## config.mk

```make
export PLATFORM = sky130hd
export DESIGN_NAME = dsl_token_scanner_top_flat
export DESIGN_NICKNAME = d
export VERILOG_FILES = /design/src/rtl/dts_pkg.sv /design/src/rtl/dts_stream_if.sv /design/src/rtl/dts_scan_core.sv /design/src/rtl/dts_result_queue.sv /design/src/rtl/dsl_token_scanner_top.sv /design/src/flat_wrapper.sv
export SDC_FILE = /design/constraint.sdc
export NUM_CORES = 1
export LEC_CHECK = 0
export BUFFER_PORTS_ARGS = -buffer_cell sky130_fd_sc_hd__buf_2
export CAP_MARGIN = 0
export CORE_AREA = 2 2 39 41
export DETAILED_ROUTE_END_ITERATION = 8
export DIE_AREA = 0 0 41 43
export GPL_ROUTABILITY_DRIVEN = 1
export PLACE_DENSITY_LB_ADDON = 0.2
export SYNTH_ARGS = -nofsm -noshare
export SYNTH_HDL_FRONTEND = slang
export SYNTH_SLANG_ARGS = --single-unit
```

## constraint.sdc

```tcl
create_clock -name clk -period 1.5 [get_ports clk]
set_input_delay 0.15 -clock clk [delete_from_list [all_inputs] [get_ports clk]]
set_output_delay 0.15 -clock clk [all_outputs]
set_load 0.02 [all_outputs]
```

## src/rtl/dts_pkg.sv

```systemverilog
// Shared types and constants of the DSL token scanner.
package dts_pkg;

	// Default width of the line and column counters.
	localparam int unsigned POSITION_BITS_DEFAULT = 16;

	// Result kinds.
	localparam logic [4:0] KIND_IDENT  = 5'd0;
	localparam logic [4:0] KIND_BOOL   = 5'd1;
	localparam logic [4:0] KIND_NULL   = 5'd2;
	localparam logic [4:0] KIND_STRING = 5'd3;
	localparam logic [4:0] KIND_NUMBER = 5'd4;
	localparam logic [4:0] KIND_PIPE   = 5'd5;
	localparam logic [4:0] KIND_PUNCT0 = 5'd6;
	localparam logic [4:0] KIND_EOF    = 5'd17;

	// Error codes.
	localparam logic [1:0] ERR_NONE     = 2'd0;
	localparam logic [1:0] ERR_UNKNOWN  = 2'd1;
	localparam logic [1:0] ERR_UNTERMIN = 2'd2;

	// Characters with a special meaning.
	localparam logic [7:0] CH_HASH    = "#";
	localparam logic [7:0] CH_BAR     = "|";
	localparam logic [7:0] CH_GT      = ">";
	localparam logic [7:0] CH_DASH    = "-";
	localparam logic [7:0] CH_USCORE  = "_";
	localparam logic [7:0] CH_DQUOTE  = "\"";
	localparam logic [7:0] CH_SQUOTE  = "'";
	localparam logic [7:0] CH_BSLASH  = "\\";
	localparam logic [7:0] CH_NEWLINE = 8'h0a;
	localparam logic [7:0] CH_SPACE   = " ";
	localparam logic [7:0] CH_NUL     = 8'h00;

	// Keyword spellings, first letter in the highest byte of the spelling; a shorter word has a zero top byte.
	localparam logic [39:0] KW_TEXT_TRUE  = {8'h00, "TRUE"};
	localparam logic [39:0] KW_TEXT_FALSE = "FALSE";
	localparam logic [39:0] KW_TEXT_NULL  = {8'h00, "NULL"};

	// One input transaction.
	typedef struct packed {
		logic [7:0] char_byte;
		logic       end_of_input;
	} in_item_t;

	// One result transaction.
	typedef struct packed {
		logic [4:0]  token_kind;
		logic [7:0]  content_byte;
		logic        content_valid;
		logic        token_done;
		logic [15:0] start_line;
		logic [15:0] start_column;
		logic [1:0]  error_code;
		logic        last_of_run;
	} result_t;

	// All results of one input transaction, in order, with their count.
	typedef struct packed {
		result_t [2:0] res;
		logic [1:0]    count;
	} res_bundle_t;

endpackage

```

## src/rtl/dts_stream_if.sv

```systemverilog
// Valid/ready stream channel used for the scanner's input and output.
interface dts_stream_if #(parameter type payload_t = logic) ();
	logic     valid;
	logic     ready;
	payload_t payload;

	modport source(output valid, output payload, input ready);
	modport sink(input valid, input payload, output ready);
endinterface

```

## src/rtl/dts_scan_core.sv

```systemverilog
// Scanner state and the per-byte tokenizing logic that yields up to three results.
module dts_scan_core import dts_pkg::*; #(
	parameter int unsigned POSITION_BITS = POSITION_BITS_DEFAULT
) (
	input  logic        clk,
	input  logic        arst_n,
	input  logic        fire,
	input  in_item_t    item,
	output res_bundle_t bundle
);

	typedef enum logic [2:0] {
		M_IDLE, M_IDENT, M_NUMBER, M_STRING, M_ESCAPE, M_PIPE, M_COMMENT
	} mode_t;

	typedef logic [POSITION_BITS-1:0] pos_t;

	localparam logic [1:0] KW_NONE  = 2'd0;
	localparam logic [1:0] KW_TRUE  = 2'd1;
	localparam logic [1:0] KW_FALSE = 2'd2;
	localparam logic [1:0] KW_NULL  = 2'd3;

	mode_t      mode_q, mode_d;
	logic       quote_single_q, quote_single_d;
	logic [1:0] kw_word_q, kw_word_d;
	logic [2:0] kw_pos_q, kw_pos_d;
	pos_t       line_q, line_d;
	pos_t       col_q, col_d;
	pos_t       tok_line_q, tok_line_d;
	pos_t       tok_col_q, tok_col_d;

	result_t [2:0] res;
	logic [1:0]    n;
	logic          go_idle;
	logic          do_str;
	logic          eoi;
	logic [7:0]    b;
	logic [7:0]    quote;
	logic [4:0]    pk;

	// Truncate or extend a position counter to the 16-bit result field.
	function automatic logic [15:0] pos16(input pos_t p);
		logic [POSITION_BITS+15:0] wide;
		wide = {16'd0, p};
		return wide[15:0];
	endfunction

	function automatic result_t make_res(input logic [4:0] kind, input logic [7:0] cb,
			input logic cv, input logic dn, input pos_t ln, input pos_t cl,
			input logic [1:0] err);
		result_t r;
		r.token_kind    = kind;
		r.content_byte  = cb;
		r.content_valid = cv;
		r.token_done    = dn;
		r.start_line    = pos16(ln);
		r.start_column  = pos16(cl);
		r.error_code    = err;
		r.last_of_run   = 1'b0;
		return r;
	endfunction

	function automatic logic [2:0] kw_length(input logic [1:0] w);
		case (w)
			KW_TRUE:  return 3'd4;
			KW_FALSE: return 3'd5;
			KW_NULL:  return 3'd4;
			default:  return 3'd0;
		endcase
	endfunction

	// True when byte c continues keyword w at letter position p.
	function automatic logic kw_next_ok(input logic [1:0] w, input logic [2:0] p,
			input logic [7:0] c);
		logic [39:0] text;
		logic [2:0]  len;
		logic [2:0]  idx;
		len = kw_length(w);
		case (w)
			KW_TRUE:  text = KW_TEXT_TRUE;
			KW_FALSE: text = KW_TEXT_FALSE;
			KW_NULL:  text = KW_TEXT_NULL;
			default:  text = '0;
		endcase
		idx = 3'(len - 3'd1 - p);
		if (w == KW_NONE || p >= len) begin
			return 1'b0;
		end
		return text[{idx, 3'b000} +: 8] == c;
	endfunction

	function automatic logic [4:0] ident_kind(input logic [1:0] w, input logic [2:0] p);
		if (w == KW_NONE || p != kw_length(w)) begin
			return KIND_IDENT;
		end
		return (w == KW_NULL) ? KIND_NULL : KIND_BOOL;
	endfunction

	// Kind of a single-character punctuation mark, or identifier kind if none.
	function automatic logic [4:0] punct_kind(input logic [7:0] c);
		case (c)
			"(":     return KIND_PUNCT0 + 5'd0;
			")":     return KIND_PUNCT0 + 5'd1;
			"{":     return KIND_PUNCT0 + 5'd2;
			"}":     return KIND_PUNCT0 + 5'd3;
			"[":     return KIND_PUNCT0 + 5'd4;
			"]":     return KIND_PUNCT0 + 5'd5;
			",":     return KIND_PUNCT0 + 5'd6;
			".":     return KIND_PUNCT0 + 5'd7;
			"@":     return KIND_PUNCT0 + 5'd8;
			"*":     return KIND_PUNCT0 + 5'd9;
			"+":     return KIND_PUNCT0 + 5'd10;
			default: return KIND_IDENT;
		endcase
	endfunction

	function automatic logic is_digit(input logic [7:0] c);
		return c inside {["0":"9"]};
	endfunction

	function automatic logic is_alpha(input logic [7:0] c);
		return c inside {["A":"Z"], ["a":"z"]};
	endfunction

	assign b     = item.char_byte;
	assign eoi   = item.end_of_input || (item.char_byte == CH_NUL);
	assign quote = quote_single_q ? CH_SQUOTE : CH_DQUOTE;
	assign pk    = punct_kind(item.char_byte);

	// Next state and the ordered list of results for the byte in hand.
	always_comb begin
		mode_d         = mode_q;
		quote_single_d = quote_single_q;
		kw_word_d      = kw_word_q;
		kw_pos_d       = kw_pos_q;
		line_d         = line_q;
		col_d          = col_q;
		tok_line_d     = tok_line_q;
		tok_col_d      = tok_col_q;
		res            = '0;
		n              = 2'd0;
		go_idle        = 1'b0;
		do_str         = 1'b0;

		if (eoi) begin
			// Close whatever token is open, then report end of input.
			case (mode_q)
				M_IDENT: begin
					res[n] = make_res(ident_kind(kw_word_q, kw_pos_q), 8'd0, 1'b0, 1'b1,
						tok_line_q, tok_col_q, ERR_NONE);
					n = n + 2'd1;
				end
				M_NUMBER: begin
					res[n] = make_res(KIND_NUMBER, 8'd0, 1'b0, 1'b1, tok_line_q, tok_col_q,
						ERR_NONE);
					n = n + 2'd1;
				end
				M_ESCAPE: begin
					res[n] = make_res(KIND_STRING, CH_BSLASH, 1'b1, 1'b0, tok_line_q,
						tok_col_q, ERR_NONE);
					n = n + 2'd1;
					res[n] = make_res(KIND_STRING, 8'd0, 1'b0, 1'b1, tok_line_q, tok_col_q,
						ERR_UNTERMIN);
					n = n + 2'd1;
				end
				M_STRING: begin
					res[n] = make_res(KIND_STRING, 8'd0, 1'b0, 1'b1, tok_line_q, tok_col_q,
						ERR_UNTERMIN);
					n = n + 2'd1;
				end
				M_PIPE: begin
					res[n] = make_res(KIND_IDENT, CH_BAR, 1'b0, 1'b0, tok_line_q, tok_col_q,
						ERR_UNKNOWN);
					n = n + 2'd1;
				end
				default: begin
				end
			endcase
			res[n] = make_res(KIND_EOF, 8'd0, 1'b0, 1'b1, line_q, col_q, ERR_NONE);
			n = n + 2'd1;
			mode_d    = M_IDLE;
			kw_word_d = KW_NONE;
			kw_pos_d  = 3'd0;
		end else begin
			// Continue or close the open token.
			case (mode_q)
				M_IDENT: begin
					if (is_alpha(b) || is_digit(b) || b == CH_USCORE || b == CH_DASH) begin
						if (kw_next_ok(kw_word_q, kw_pos_q, b)) begin
							kw_pos_d = kw_pos_q + 3'd1;
						end else begin
							kw_word_d = KW_NONE;
							kw_pos_d  = 3'd0;
						end
						res[n] = make_res(KIND_IDENT, b, 1'b1, 1'b0, tok_line_q, tok_col_q,
							ERR_NONE);
						n = n + 2'd1;
					end else begin
						res[n] = make_res(ident_kind(kw_word_q, kw_pos_q), 8'd0, 1'b0, 1'b1,
							tok_line_q, tok_col_q, ERR_NONE);
						n = n + 2'd1;
						kw_word_d = KW_NONE;
						kw_pos_d  = 3'd0;
						go_idle   = 1'b1;
					end
				end
				M_NUMBER: begin
					if (is_digit(b)) begin
						res[n] = make_res(KIND_NUMBER, b, 1'b1, 1'b0, tok_line_q, tok_col_q,
							ERR_NONE);
						n = n + 2'd1;
					end else begin
						res[n] = make_res(KIND_NUMBER, 8'd0, 1'b0, 1'b1, tok_line_q, tok_col_q,
							ERR_NONE);
						n = n + 2'd1;
						go_idle = 1'b1;
					end
				end
				M_STRING: begin
					do_str = 1'b1;
				end
				M_ESCAPE: begin
					if (b == quote) begin
						res[n] = make_res(KIND_STRING, b, 1'b1, 1'b0, tok_line_q, tok_col_q,
							ERR_NONE);
						n = n + 2'd1;
						mode_d = M_STRING;
					end else begin
						res[n] = make_res(KIND_STRING, CH_BSLASH, 1'b1, 1'b0, tok_line_q,
							tok_col_q, ERR_NONE);
						n = n + 2'd1;
						do_str = 1'b1;
					end
				end
				M_PIPE: begin
					if (b == CH_GT) begin
						res[n] = make_res(KIND_PIPE, CH_BAR, 1'b1, 1'b0, tok_line_q, tok_col_q,
							ERR_NONE);
						n = n + 2'd1;
						res[n] = make_res(KIND_PIPE, CH_GT, 1'b1, 1'b0, tok_line_q, tok_col_q,
							ERR_NONE);
						n = n + 2'd1;
						res[n] = make_res(KIND_PIPE, 8'd0, 1'b0, 1'b1, tok_line_q, tok_col_q,
							ERR_NONE);
						n = n + 2'd1;
						mode_d = M_IDLE;
					end else begin
						res[n] = make_res(KIND_IDENT, CH_BAR, 1'b0, 1'b0, tok_line_q, tok_col_q,
							ERR_UNKNOWN);
						n = n + 2'd1;
						go_idle = 1'b1;
					end
				end
				M_COMMENT: begin
					go_idle = (b == CH_NEWLINE);
				end
				default: begin
					go_idle = 1'b1;
				end
			endcase

			// A byte inside a quoted string.
			if (do_str) begin
				if (b == quote) begin
					res[n] = make_res(KIND_STRING, 8'd0, 1'b0, 1'b1, tok_line_q, tok_col_q,
						ERR_NONE);
					n = n + 2'd1;
					mode_d = M_IDLE;
				end else if (b == CH_BSLASH) begin
					mode_d = M_ESCAPE;
				end else begin
					mode_d = M_STRING;
					res[n] = make_res(KIND_STRING, b, 1'b1, 1'b0, tok_line_q, tok_col_q,
						ERR_NONE);
					n = n + 2'd1;
				end
			end

			// A byte seen between tokens, which may open a new one.
			if (go_idle) begin
				mode_d = M_IDLE;
				if (b == CH_SPACE || b inside {[8'd9:8'd13]}) begin
					mode_d = M_IDLE;
				end else if (b == CH_HASH) begin
					mode_d = M_COMMENT;
				end else if (is_alpha(b) || b == CH_USCORE) begin
					tok_line_d = line_q;
					tok_col_d  = col_q;
					mode_d     = M_IDENT;
					kw_pos_d   = 3'd0;
					kw_word_d  = KW_NONE;
					if (b == "T" || b == "F" || b == "N") begin
						kw_pos_d  = 3'd1;
						kw_word_d = (b == "T") ? KW_TRUE : ((b == "F") ? KW_FALSE : KW_NULL);
					end
					res[n] = make_res(KIND_IDENT, b, 1'b1, 1'b0, line_q, col_q, ERR_NONE);
					n = n + 2'd1;
				end else if (b == CH_DQUOTE || b == CH_SQUOTE) begin
					tok_line_d     = line_q;
					tok_col_d      = col_q;
					mode_d         = M_STRING;
					quote_single_d = (b == CH_SQUOTE);
				end else if (is_digit(b)) begin
					tok_line_d = line_q;
					tok_col_d  = col_q;
					mode_d     = M_NUMBER;
					res[n] = make_res(KIND_NUMBER, b, 1'b1, 1'b0, line_q, col_q, ERR_NONE);
					n = n + 2'd1;
				end else if (b == CH_BAR) begin
					tok_line_d = line_q;
					tok_col_d  = col_q;
					mode_d     = M_PIPE;
				end else if (pk != KIND_IDENT) begin
					tok_line_d = line_q;
					tok_col_d  = col_q;
					res[n] = make_res(pk, b, 1'b1, 1'b0, line_q, col_q, ERR_NONE);
					n = n + 2'd1;
					res[n] = make_res(pk, 8'd0, 1'b0, 1'b1, line_q, col_q, ERR_NONE);
					n = n + 2'd1;
				end else begin
					res[n] = make_res(KIND_IDENT, b, 1'b0, 1'b0, line_q, col_q, ERR_UNKNOWN);
					n = n + 2'd1;
				end
			end

			// Saturating position counters.
			if (b == CH_NEWLINE) begin
				if (line_q != '1) begin
					line_d = line_q + POSITION_BITS'(1);
				end
				col_d = POSITION_BITS'(1);
			end else if (col_q != '1) begin
				col_d = col_q + POSITION_BITS'(1);
			end
		end

		// Flag the final result of this transaction.
		if (n != 2'd0) begin
			res[n - 2'd1].last_of_run = 1'b1;
		end
	end

	assign bundle.res   = res;
	assign bundle.count = n;

	// Scanner state advances once per processed byte.
	always_ff @(posedge clk or negedge arst_n) begin
		if (!arst_n) begin
			mode_q         <= M_IDLE;
			quote_single_q <= 1'b0;
			kw_word_q      <= KW_NONE;
			kw_pos_q       <= 3'd0;
			line_q         <= POSITION_BITS'(1);
			col_q          <= POSITION_BITS'(1);
			tok_line_q     <= POSITION_BITS'(1);
			tok_col_q      <= POSITION_BITS'(1);
		end else if (fire) begin
			mode_q         <= mode_d;
			quote_single_q <= quote_single_d;
			kw_word_q      <= kw_word_d;
			kw_pos_q       <= kw_pos_d;
			line_q         <= line_d;
			col_q          <= col_d;
			tok_line_q     <= tok_line_d;
			tok_col_q      <= tok_col_d;
		end
	end

	// End of input always yields at least the end-of-file result.
	a_eoi_has_result: assert property (@(posedge clk) disable iff (!arst_n)
		fire && eoi |-> bundle.count != 2'd0)
		else $error("end of input produced no result");

endmodule

```

## src/rtl/dts_result_queue.sv

```systemverilog
// Output register plus a two-entry holding buffer that serializes each byte's results.
module dts_result_queue import dts_pkg::*; (
	input  logic        clk,
	input  logic        arst_n,
	input  logic        load,
	input  res_bundle_t bundle,
	output logic        can_load,
	dts_stream_if.source token_stream
);

	result_t       out_q;
	logic          out_valid_q;
	result_t [1:0] pend_q;
	logic [1:0]    pend_cnt_q;
	logic          out_free;

	// The output register frees when empty or when its transaction completes.
	assign out_free = !out_valid_q || token_stream.ready;
	assign can_load = (pend_cnt_q == 2'd0) && out_free;

	assign token_stream.valid   = out_valid_q;
	assign token_stream.payload = out_q;

	// Control: output valid and the number of results still held back.
	always_ff @(posedge clk or negedge arst_n) begin
		if (!arst_n) begin
			out_valid_q <= 1'b0;
			pend_cnt_q  <= 2'd0;
		end else if (load) begin
			out_valid_q <= (bundle.count != 2'd0);
			pend_cnt_q  <= (bundle.count != 2'd0) ? bundle.count - 2'd1 : 2'd0;
		end else if (out_free) begin
			out_valid_q <= (pend_cnt_q != 2'd0);
			if (pend_cnt_q != 2'd0) begin
				pend_cnt_q <= pend_cnt_q - 2'd1;
			end
		end
	end

	// Payload: first result goes out at once, the rest shift forward one per transaction.
	always_ff @(posedge clk) begin
		if (load) begin
			out_q     <= bundle.res[0];
			pend_q[0] <= bundle.res[1];
			pend_q[1] <= bundle.res[2];
		end else if (out_free && pend_cnt_q != 2'd0) begin
			out_q     <= pend_q[0];
			pend_q[0] <= pend_q[1];
		end
	end

	a_pend_shown: assert property (@(posedge clk) disable iff (!arst_n)
		pend_cnt_q != 2'd0 |-> out_valid_q)
		else $error("held results without a result on the output");

	a_load_shows: assert property (@(posedge clk) disable iff (!arst_n)
		load && bundle.count != 2'd0 |=> out_valid_q && pend_cnt_q == $past(bundle.count) - 2'd1)
		else $error("loaded results not presented");

	a_drain_step: assert property (@(posedge clk) disable iff (!arst_n)
		pend_cnt_q == 2'd2 |=> pend_cnt_q != 2'd0)
		else $error("holding buffer dropped more than one result");

endmodule

```

## src/rtl/dsl_token_scanner_top.sv

```systemverilog
// Top level of the DSL token scanner: input register, scanner core and result queue.
//
//  channel       | dir | payload        | notes
//  --------------+-----+----------------+-------------------------------------------
//  char_stream   | in  | in_item_t      | one text byte (or end of input) per transaction
//  token_stream  | out | result_t       | one content byte, marker or error per transaction
//
//  A byte is taken every cycle as long as it causes at most one result and the output
//  is not stalled; a byte that causes more results holds the input while the single output
//  register drains the holding buffer. A byte passes the input register, then the output register.
//  Reset clears the scan mode and sets all line and column counters to 1; no memory
//  needs clearing. A stalled output fills the output register, then the input register,
//  then drops char_stream.ready.
module dsl_token_scanner_top import dts_pkg::*; #(
	parameter int unsigned POSITION_BITS = POSITION_BITS_DEFAULT
) (
	input logic clk,
	input logic arst_n,
	dts_stream_if.sink   char_stream,
	dts_stream_if.source token_stream
);

	logic        valid_s1;
	in_item_t    item_s1;
	logic        can_load;
	logic        fire;
	res_bundle_t bundle;

	// The registered byte is processed once the queue can take all its results.
	assign fire              = valid_s1 && can_load;
	assign char_stream.ready = !valid_s1 || can_load;

	// Input register.
	always_ff @(posedge clk or negedge arst_n) begin
		if (!arst_n) begin
			valid_s1 <= 1'b0;
		end else if (char_stream.ready) begin
			valid_s1 <= char_stream.valid;
		end
	end

	always_ff @(posedge clk) begin
		if (char_stream.ready && char_stream.valid) begin
			item_s1 <= char_stream.payload;
		end
	end

	dts_scan_core #(
		.POSITION_BITS(POSITION_BITS)
	) u_core (
		.clk    (clk),
		.arst_n (arst_n),
		.fire   (fire),
		.item   (item_s1),
		.bundle (bundle)
	);

	dts_result_queue u_queue (
		.clk          (clk),
		.arst_n       (arst_n),
		.load         (fire),
		.bundle       (bundle),
		.can_load     (can_load),
		.token_stream (token_stream)
	);

endmodule
```

## src/flat_wrapper.sv

```systemverilog
// flat-port wrapper written by rule: the top's interface ports become plain ports
module dsl_token_scanner_top_flat import dts_pkg::*;
#(
	parameter int unsigned POSITION_BITS = POSITION_BITS_DEFAULT
)
  (clk, arst_n, char_stream_valid, char_stream_payload, char_stream_ready, token_stream_valid, token_stream_payload, token_stream_ready);
  dts_stream_if char_stream_i ();
  dts_stream_if token_stream_i ();
  input logic clk;
  input logic arst_n;
  input wire logic [$bits(char_stream_i.valid)-1:0] char_stream_valid;
  input wire logic [$bits(char_stream_i.payload)-1:0] char_stream_payload;
  output wire logic [$bits(char_stream_i.ready)-1:0] char_stream_ready;
  output wire logic [$bits(token_stream_i.valid)-1:0] token_stream_valid;
  output wire logic [$bits(token_stream_i.payload)-1:0] token_stream_payload;
  input wire logic [$bits(token_stream_i.ready)-1:0] token_stream_ready;
  assign char_stream_i.valid = char_stream_valid;
  assign char_stream_i.payload = char_stream_payload;
  assign char_stream_ready = char_stream_i.ready;
  assign token_stream_valid = token_stream_i.valid;
  assign token_stream_payload = token_stream_i.payload;
  assign token_stream_i.ready = token_stream_ready;
  dsl_token_scanner_top #(.POSITION_BITS(POSITION_BITS)) u_core (.clk(clk), .arst_n(arst_n), .char_stream(char_stream_i), .token_stream(token_stream_i));
endmodule
```

==> flow_summary.toml, run 1 <==
[run_status]
status = "completed"

[detailed_routing]
route.detailed.drc = 0
vias = 190
wl_um = 441
dr.pass1.iters = 2
wl_per_cell_um = 9.000
dr.first_iter.drc_count = 7
vias_per_cell = 3.878
ant_nets = 0

[critical_path]
arrival_ps = 1210
path_class = "reg -> out"
cp_max_fo = 5
end_kind = "primary output"
r2r_cells = 5
r2r_start = "u_core.u_queue.pend_cnt_q[0]"
r2r_slack_ps = 260
cp.required_ps = 1350
start_kind = "flop"
r2r-end = "u_core.u_queue.token_stream.payload"

[clocking]
cts_setup_buffers = 0
clkTransAtPathRegs_ps = 40
cts_tree = "built"
cts_buffers = 3
clockBufferDepth = 2
clk_latency_ps = 240
htreeDepth = 1
numClockSinks = 5
root_buffer = "clkbuf_4"

[finish]
diodes = 0
synthToLayoutAreaGrowth_pct = 39.01
mostFrequentLayoutCell = "buf_2"
drive_above_1_share = 0.3333
nFillCells = 164
final_util = 0.2288
layout_common_cells = "6 x buf_2, 4 x dfrtp_1, 3 x inv_1, 3 x a21o_1, 3 x clkbuf_4"
final_net_count = 40

[grt]
antenna_found_initial = 0
grt_start_max_net_pins = 6
grt-ovfl-total = 0
grt_pass1_vias = 199
grt_pass1_wl_um = 765
grt_usage = 0.06977

[logic_synthesis]
netlist_area_um2 = 227.7
avgSynthCellArea_um2 = 10.35
ys_ff_latch = 5
ys_warn_count = 0
netlist_instances = 22
synthDistinctLibCells = 13
ys_seq_area_frac = 0.5714
synth.net_count = 28

[worst_hold_path]
holdCritStartpoint = "char_stream_valid"
hold_depth = 2
hp-class = "in -> reg"
min_to = "u_core.valid_s1"

[sta]
fin_crit_sh = 0.9075
timing.fmax_mhz = 734.6
setup_tns_ps = 0
setup_viol = 0
drv_slew = 0
relSlewSlack = 0.8452
min_period_ps = 1361
worstMarginPinSlew_ps = 231.7
rsz0062_at_grt = "false"
final_hold_viol_count = 0
skew_ps = 0.4808

[power]
power_frac_comb = 0.376
powerDensity_mw_per_mm2 = 1858
sequentialPowerShare = 0.364
irDropWorstVdd_uv = 685.5
p_int_uw = 384.6
clkPwrFrac = 0.260
swShare = 0.3460
static-leakage-power_uw = 0.0001620
p_switching_uw = 203.4

[flow_run]
maxCapViolCount = 0

[placement]
gp_congestion = 0.6660
port_buffers = 6

[floorplan]
die_area_mm2 = 0.001763
die_x_um = 41
die_h_um = 43
core_area_mm2 = 0.001384
start_util = 0.1646
placementRows = 14
ioPinCount = 8
-- layout make-up --
| class | instances | area, um^2 | area share |
|---|---|---|---|
| timing repair buffer | 7 | 40.04 | 0.1265 |
| clock buffer | 4 | 26.28 | 0.08300 |
| sequential | 5 | 130.1 | 0.4111 |
| tap | 16 | 20.02 | 0.06324 |
| multi-input combinational | 13 | 85.08 | 0.2688 |
| inverter | 4 | 15.01 | 0.04743 |
-- flip-flops by register name, summed over array words and instances, names as in the netlist --
name and count:
u_core.u_queue.pend_cnt_q 2, u_core.u_queue.token_stream.payload 1, u_core.valid_s1 1, u_core.u_queue.token_stream.valid 1
-- worst max-delay path, stage by stage (launching register included) --
cell and delay [ps]:
dfrtp_1 390, inv_1 70, ha_2 220, nand2_1 80, nand2_1 60, buf_2 150
-- synth_stat cells --
cell type / count / area [um^2]
nor2b_1: 1 / 6.260
o21ai_1: 1 / 5.000
inv_1: 3 / 11.26
or3_1: 1 / 6.260
a21o_1: 3 / 22.52
dfrtp_1: 4 / 100.1
nand2b_1: 1 / 6.260
inv_2: 1 / 3.750
nand2_1: 2 / 7.510
ha_1: 1 / 12.51
and3_1: 1 / 6.260
edfxtp_1: 1 / 30.03
nor3_1: 2 / 10.01
-- layer usage --
layer  wire, um  GRT usage  vias up
met3         39    0.07853        0
met1        183    0.06908       89
li1           -          -       95
met4          0          0        0
met2        218     0.1031        6
met5          0          0        -
-- metrics by stage --
step           setup slack, ps  instance area, um^2  hold WS (ps)  instances  power, uW
6_report                 138.8                316.6         91.57         49      588.1
5_1_grt                  49.37                316.6         106.4         49      644.2
4_1_cts                  83.72                314.1         89.67         49      595.8
3_5_place_dp             225.7                277.8        -31.53         44      433.0
3_3_place_gp             265.9                277.8        -33.50         44      422.8
2_1_floorplan            347.6                227.7        -145.6         22      375.0
-- worst max path at each step --
stage	start	slack [ps]	end	cells past startpoint
final	u_core.u_queue.pend_cnt_q[0]	140	char_stream_ready	5
after global routing	u_core.u_queue.pend_cnt_q[0]	50	char_stream_ready	5
after CTS	u_core.u_queue.pend_cnt_q[0]	80	char_stream_ready	5
after detailed placement	u_core.u_queue.pend_cnt_q[0]	230	u_core.u_queue.token_stream.payload	5
after global placement	u_core.u_queue.pend_cnt_q[0]	270	u_core.u_queue.token_stream.payload	5
after floorplan	u_core.u_queue.pend_cnt_q[0]	350	u_core.u_queue.token_stream.payload	5
-- timing repair --
item | CTS | global route
resized for setup | 0 | 1
endpoints found under the hold margin | 4 | 0
setup endpoints to repair | 0 | 1
hold buffers | 1 | 0
-- power by group through the flow --
| stage | clock network [uW] | registers [uW] | logic, uW |
|---|---|---|---|
| 3_3_place_gp | 0 | 214 | 209 |
| 4_1_cts | 160 | 214 | 222 |
| 2_1_floorplan | 0 | 229 | 146 |
| 5_1_grt | 169 | 224 | 252 |
| 3_5_place_dp | 0 | 216 | 217 |
| 6_report | 153 | 214 | 221 |
-- logic make-up (layout without fill, tap and decap cells) --
logic type      Yosys count  after routing  share of synthesized area
fa+ha+maj                 1              1                    0.05494
compound gates            4              4                     0.1209
flops                     5              5                     0.5715
simple gates              8              8                     0.1869
buf+inv                   4             15                    0.06591
Note: power is estimated with default switching activity, not from simulation.
==> run 2: changes to the inputs <==
--- a/config.mk
+++ b/config.mk
@@ -5,6 +5,7 @@
 export SDC_FILE = /design/constraint.sdc
 export NUM_CORES = 1
 export LEC_CHECK = 0
+export ABC_AREA = 1
 export BUFFER_PORTS_ARGS = -buffer_cell sky130_fd_sc_hd__buf_2
 export CAP_MARGIN = 0
 export CORE_AREA = 2 2 39 41
==> run 2 against run 1 <==
Effect of this change: non-clock buffer count is the same; sequential power fell by 28%; core utilization grew 0.81 points; via count fell by 1.6%; combinational power shrank 76%; area after synthesis increased by 6.0%; total power decreased by 37%; clock power is 7% higher; cell count is 10% higher; critical path depth is the same; critical path type unchanged; worst setup slack improved by 36 ps.
==> flow_summary.toml, run 2 <==
[power]
clkPwrFrac = 0.440
irDropWorstVdd_uv = 332.8
p_int_uw = 269.7
swShare = 0.2757
sequentialPowerShare = 0.417
p_switching_uw = 102.6
p_total_uw = 372.3
powerDensity_mw_per_mm2 = 1136
static-leakage-power_uw = 0.0001889
power_frac_comb = 0.143

[detailed_routing]
ant_nets = 0
wl_um = 413
wl_per_cell_um = 7.648
vias_per_cell = 3.463
dr.pass1.iters = 2
vias = 187
dr.first_iter.drc_count = 1
route.detailed.drc = 0

[worst_hold_path]
hold_depth = 3
hp-class = "in -> reg"
holdCritStartpoint = "char_stream_valid"

[logic_synthesis]
synth_edf_count = 1
avgSynthCellArea_um2 = 8.944
synthArstFlopShare = 0.8000
ys_ff_latch = 5
ys_warn_count = 0
netlist_instances = 27
synth_top_flop_cell = "dfrtp_1"
synth.net_count = 33
ys_seq_area_frac = 0.5389
synth.top_cell.area_share = 0.4145
synthTopCellsByArea = "dfrtp_1 41%, edfxtp_1 12%, inv_1 11%"
synth_common_cells = "7 x inv_1, 7 x nand2_1, 4 x dfrtp_1"
synthDistinctLibCells = 10
yosysTopAreaCell = "dfrtp_1"
netlist_area_um2 = 241.5

[critical_path]
r2r_start = "u_core.u_queue.pend_cnt_q[0]"
arrival_ps = 1180
end_kind = "primary output"
r2r_cells = 5
cp.required_ps = 1350
start_kind = "flop"
path_class = "reg -> out"
cp-startpoint = "u_core.u_queue.pend_cnt_q[0]"
cp_max_fo = 3

[clocking]
post_cts_resized = 0
cts_buffers = 3
cts_tree = "built"
root_buffer = "clkbuf_4"
clkTransAtPathRegs_ps = 50
htreeDepth = 1
clockBufferDepth = 2
clk_latency_ps = 250
cts_setup_buffers = 0
numClockSinks = 5
postCtsHoldBufs = 1

[placement]
port_buffers = 6
dp_hpwl_um = 318.4
gp_congestion = 0.6965

[sta]
setup_viol = 0
final_hold_viol_count = 0
rsz0062_at_grt = "false"
worstMarginPinSlew_ps = 118.5
setup_tns_ps = 0
fin_crit_sh = 0.8836
skew_ps = 4.026
timing.fmax_mhz = 754.5
relSlewSlack = 0.9210
min_period_ps = 1325
drv_slew = 0

[floorplan]
placementRows = 14
die_area_mm2 = 0.001763
core_area_mm2 = 0.001384
die_x_um = 41
ioPinCount = 8
start_util = 0.1745
die_h_um = 43

[finish]
largest_register_ffs = 2
final_util = 0.2369
drive_above_1_share = 0.3421
multi_input_area_um2 = 85.08
regMostFlops = "u_core.u_queue.pend_cnt_q"
nFillCells = 161
diodes = 0
final_net_count = 45
seqCellArea_um2 = 130.1
synthToLayoutAreaGrowth_pct = 35.75
layout_common_cells = "7 x inv_1, 7 x nand2_1, 6 x buf_2"

[grt]
grt_start_max_net_pins = 6
grt-ovfl-total = 0
grt_pass1_wl_um = 614
grt_usage = 0.06042
antenna_found_initial = 0
grt_pass1_vias = 167

[flow_run]
maxCapViolCount = 0

[run_status]
status = "completed"
==> run 2: critical path: stages (launching register included) <==
cell	delay (ps)
dfrtp_1	370
inv_1	80
ha_1	200
nand2_2	80
nand2_2	60
buf_2	150
==> run 2: worst paths after layout <==
kind                                                       endpoint  slack (ps)
worst max-delay path                              char_stream_ready         170
worst min-delay path                                u_core.valid_s1          80
worst max register to register  u_core.u_queue.token_stream.payload         380
worst min register to register         u_core.u_queue.pend_cnt_q[1]         470
max in group asynchronous              u_core.u_queue.pend_cnt_q[1]        1130
min in group asynchronous                           u_core.valid_s1         240
==> run 2: logic make-up after synthesis <==
family	count (synthesis)	synth area share
fa+ha+maj	1	0.05181
buf+inv	7	0.1088
simple gates	14	0.3005
flops	5	0.5389
==> run 2: power groups by stage <==
| stage | Clock [uW] | Combinational [uW] | Sequential, uW |
|---|---|---|---|
| 6_report | 164 | 53.3 | 155 |
| 5_1_grt | 176 | 59.3 | 156 |
| 4_1_cts | 167 | 54.6 | 155 |
| 3_5_place_dp | 0 | 52.5 | 157 |
| 3_3_place_gp | 0 | 51.8 | 157 |
| 2_1_floorplan | 0 | 24.8 | 167 |
==> run 2: metrics by stage <==
step / cells / setup slack (ps) / hold slack (ps) / instance area, um^2
CTS: 54 / 162.6 / 80.12 / 327.8
global placement: 49 / 390.7 / -36.68 / 291.5
floorplan: 27 / 427.3 / -145.6 / 241.5
finish: 54 / 174.7 / 81.61 / 327.8
detailed placement: 49 / 375.0 / -34.53 / 291.5
global route: 54 / 119.4 / 94.00 / 327.8
==> run 2: metal layers <==
layer / GRT usage / vias to the layer above / routed length [um] / share of wire
li1: - / 99 / - / -
met1: 0.06818 / 78 / 200 / 0.48
met2: 0.06563 / 8 / 140 / 0.34
met3: 0.04712 / 2 / 46 / 0.11
met4: 0.06000 / 0 / 26 / 0.063
met5: 0 / - / 0 / 0
==> run 2: layout make-up <==
class | count | share of cell area
timing repair buffer | 7 | 0.1221
clock buffer | 4 | 0.08015
multi-input combinational | 15 | 0.2595
sequential | 5 | 0.3969
inverter | 7 | 0.08015
tap | 16 | 0.06107
==> run 3: changes to the inputs <==
==> constraint.sdc (replaced) <==
create_clock -name clk -period 1.5 [get_ports clk]
set_input_delay 0.3 -clock clk [delete_from_list [all_inputs] [get_ports clk]]
set_output_delay 0.3 -clock clk [all_outputs]
set_load 0.02 [all_outputs]
==> run 3 against run 2 <==
Effect of this change: core utilization up 0.36 points; fmax down 8.3%; cell count unchanged; critical path depth unchanged; final area up 1.5%; worst setup slack worse by 120 ps; die area unchanged.
==> flow_summary.toml, run 3 (synthesis gave the netlist of run 2 again) <==
[power]
static-leakage-power_uw = 0.0001894
p_total_uw = 373.6
irDropWorstVdd_uv = 332.5
powerDensity_mw_per_mm2 = 1123

[floorplan]
start_util = 0.1745
placementRows = 14
die_h_um = 43
core_area_mm2 = 0.001384
die_x_um = 41
ioPinCount = 8
die_area_mm2 = 0.001763

[finish]
synthToLayoutAreaGrowth_pct = 37.82
seqCellArea_um2 = 130.1
nFillCells = 161
drive_above_1_share = 0.3684
largest_register_ffs = 2
diodes = 0
multi_input_area_um2 = 87.58
layout_common_cells = "7 x inv_1, 7 x nand2_1, 5 x buf_2"
regMostFlops = "u_core.u_queue.pend_cnt_q"
final_net_count = 45

[flow_run]
maxCapViolCount = 0

[grt]
grt_pass1_wl_um = 614
grt_pass1_vias = 167
antenna_found_initial = 0
grt_usage = 0.06042
grt_start_max_net_pins = 6
grt-ovfl-total = 0

[sta]
rsz0062_at_grt = "false"
drv_slew = 0
timing.fmax_mhz = 691.8
min_period_ps = 1446
setup_tns_ps = 0
final_hold_viol_count = 0
fin_crit_sh = 0.9637
setup_viol = 0
skew_ps = 4.055
worstMarginPinSlew_ps = 117.7
relSlewSlack = 0.9215

[critical_path]
critPathMostFrequentCell = "nand2_2"
cp_max_fo = 3
cp_slowest_cell = "dfrtp_1"
path_class = "reg -> out"
cp_num_buf_inv = 2
end_kind = "primary output"
start_kind = "flop"
r2r_start = "u_core.u_queue.pend_cnt_q[0]"
r2r_slack_ps = 420
cp.required_ps = 1200
r2r-end = "u_core.u_queue.token_stream.payload"
path_cells = "inv_1 > ha_2 > nand2_2 > nand2_2 > buf_4"
r2r_cells = 5
arrival_ps = 1150
cpPeakStageDelay_ps = 370
critPathTopFamily = "flip-flops"

[detailed_routing]
vias_per_cell = 3.463
wl_per_cell_um = 7.611
vias = 187
dr.first_iter.drc_count = 1
ant_nets = 0
route.detailed.drc = 0
dr.pass1.iters = 2
wl_um = 411

[placement]
dp_hpwl_um = 318.4
port_buffers = 6
gp_congestion = 0.6965

[worst_hold_path]
holdCritStartpoint = "char_stream_valid"
hold_depth = 3
min_to = "u_core.valid_s1"
hp-class = "in -> reg"

[clocking]
clockBufferDepth = 2
htreeDepth = 1
numClockSinks = 5
root_buffer = "clkbuf_4"
clk_latency_ps = 250
cts_buffers = 3
cts_tree = "built"
clkTransAtPathRegs_ps = 50

[run_status]
status = "completed"
run 3: layout make-up:
| cell class | count | area share |
|---|---|---|
| sequential | 5 | 0.3910 |
| multi-input combinational | 15 | 0.2632 |
| timing repair buffer | 7 | 0.1278 |
| clock buffer | 4 | 0.07895 |
| inverter | 7 | 0.07895 |
| tap | 16 | 0.06015 |
run 3: metal layers:
layer	up-vias	GRT usage	share of wire
li1	99	-	-
met5	-	0	0
met1	78	0.06818	0.48
met4	0	0.06000	0.049
met2	8	0.06563	0.36
met3	2	0.04712	0.11
run 3: report_power, final:
group / leakage, uW / switching [uW] / internal, uW
sequential: 0.0000601 / 5.50 / 150
clock: 0.0000150 / 62.7 / 101
combinational: 0.000114 / 34.5 / 20.2
total: 0.000189 / 103 / 271
run 3: worst min-delay path: stages:
cell	delay, ps
buf_2	80
inv_1	30
nand2_1	50
run 3: worst max path at each step:
stage                                             from           endpoint  slack, ps  depth (start not counted)
after global placement    u_core.u_queue.pend_cnt_q[0]  char_stream_ready        290                          5
after detailed placement  u_core.u_queue.pend_cnt_q[0]  char_stream_ready        280                          5
after global routing      u_core.u_queue.pend_cnt_q[0]  char_stream_ready          4                          5
after floorplan           u_core.u_queue.pend_cnt_q[0]  char_stream_ready        420                          4
after CTS                 u_core.u_queue.pend_cnt_q[0]  char_stream_ready         10                          5
final                     u_core.u_queue.pend_cnt_q[0]  char_stream_ready         50                          5
run 3: repair_timing:
item                                   in CTS  in global routing
setup buffers                               0                  0
resized for setup                           0                  2
hold buffers                                1                  0
setup endpoints to repair                   0                  1
endpoints found under the hold margin       4                  0
run 3: metrics by stage:
step / util / cells / hold slack [ps] / worst slack [ps] / area [um^2]
after floorplan: - / 27 / 4.409 / 416.6 / 241.5
after global placement: 0.2107 / 49 / 113.3 / 288.6 / 291.5
after detailed placement: 0.2107 / 49 / 115.5 / 279.9 / 291.5
after CTS: 0.2369 / 54 / 230.1 / 12.64 / 327.8
after global routing: 0.2405 / 54 / 244.0 / 3.770 / 332.8
final: 0.2405 / 54 / 231.8 / 54.48 / 332.8
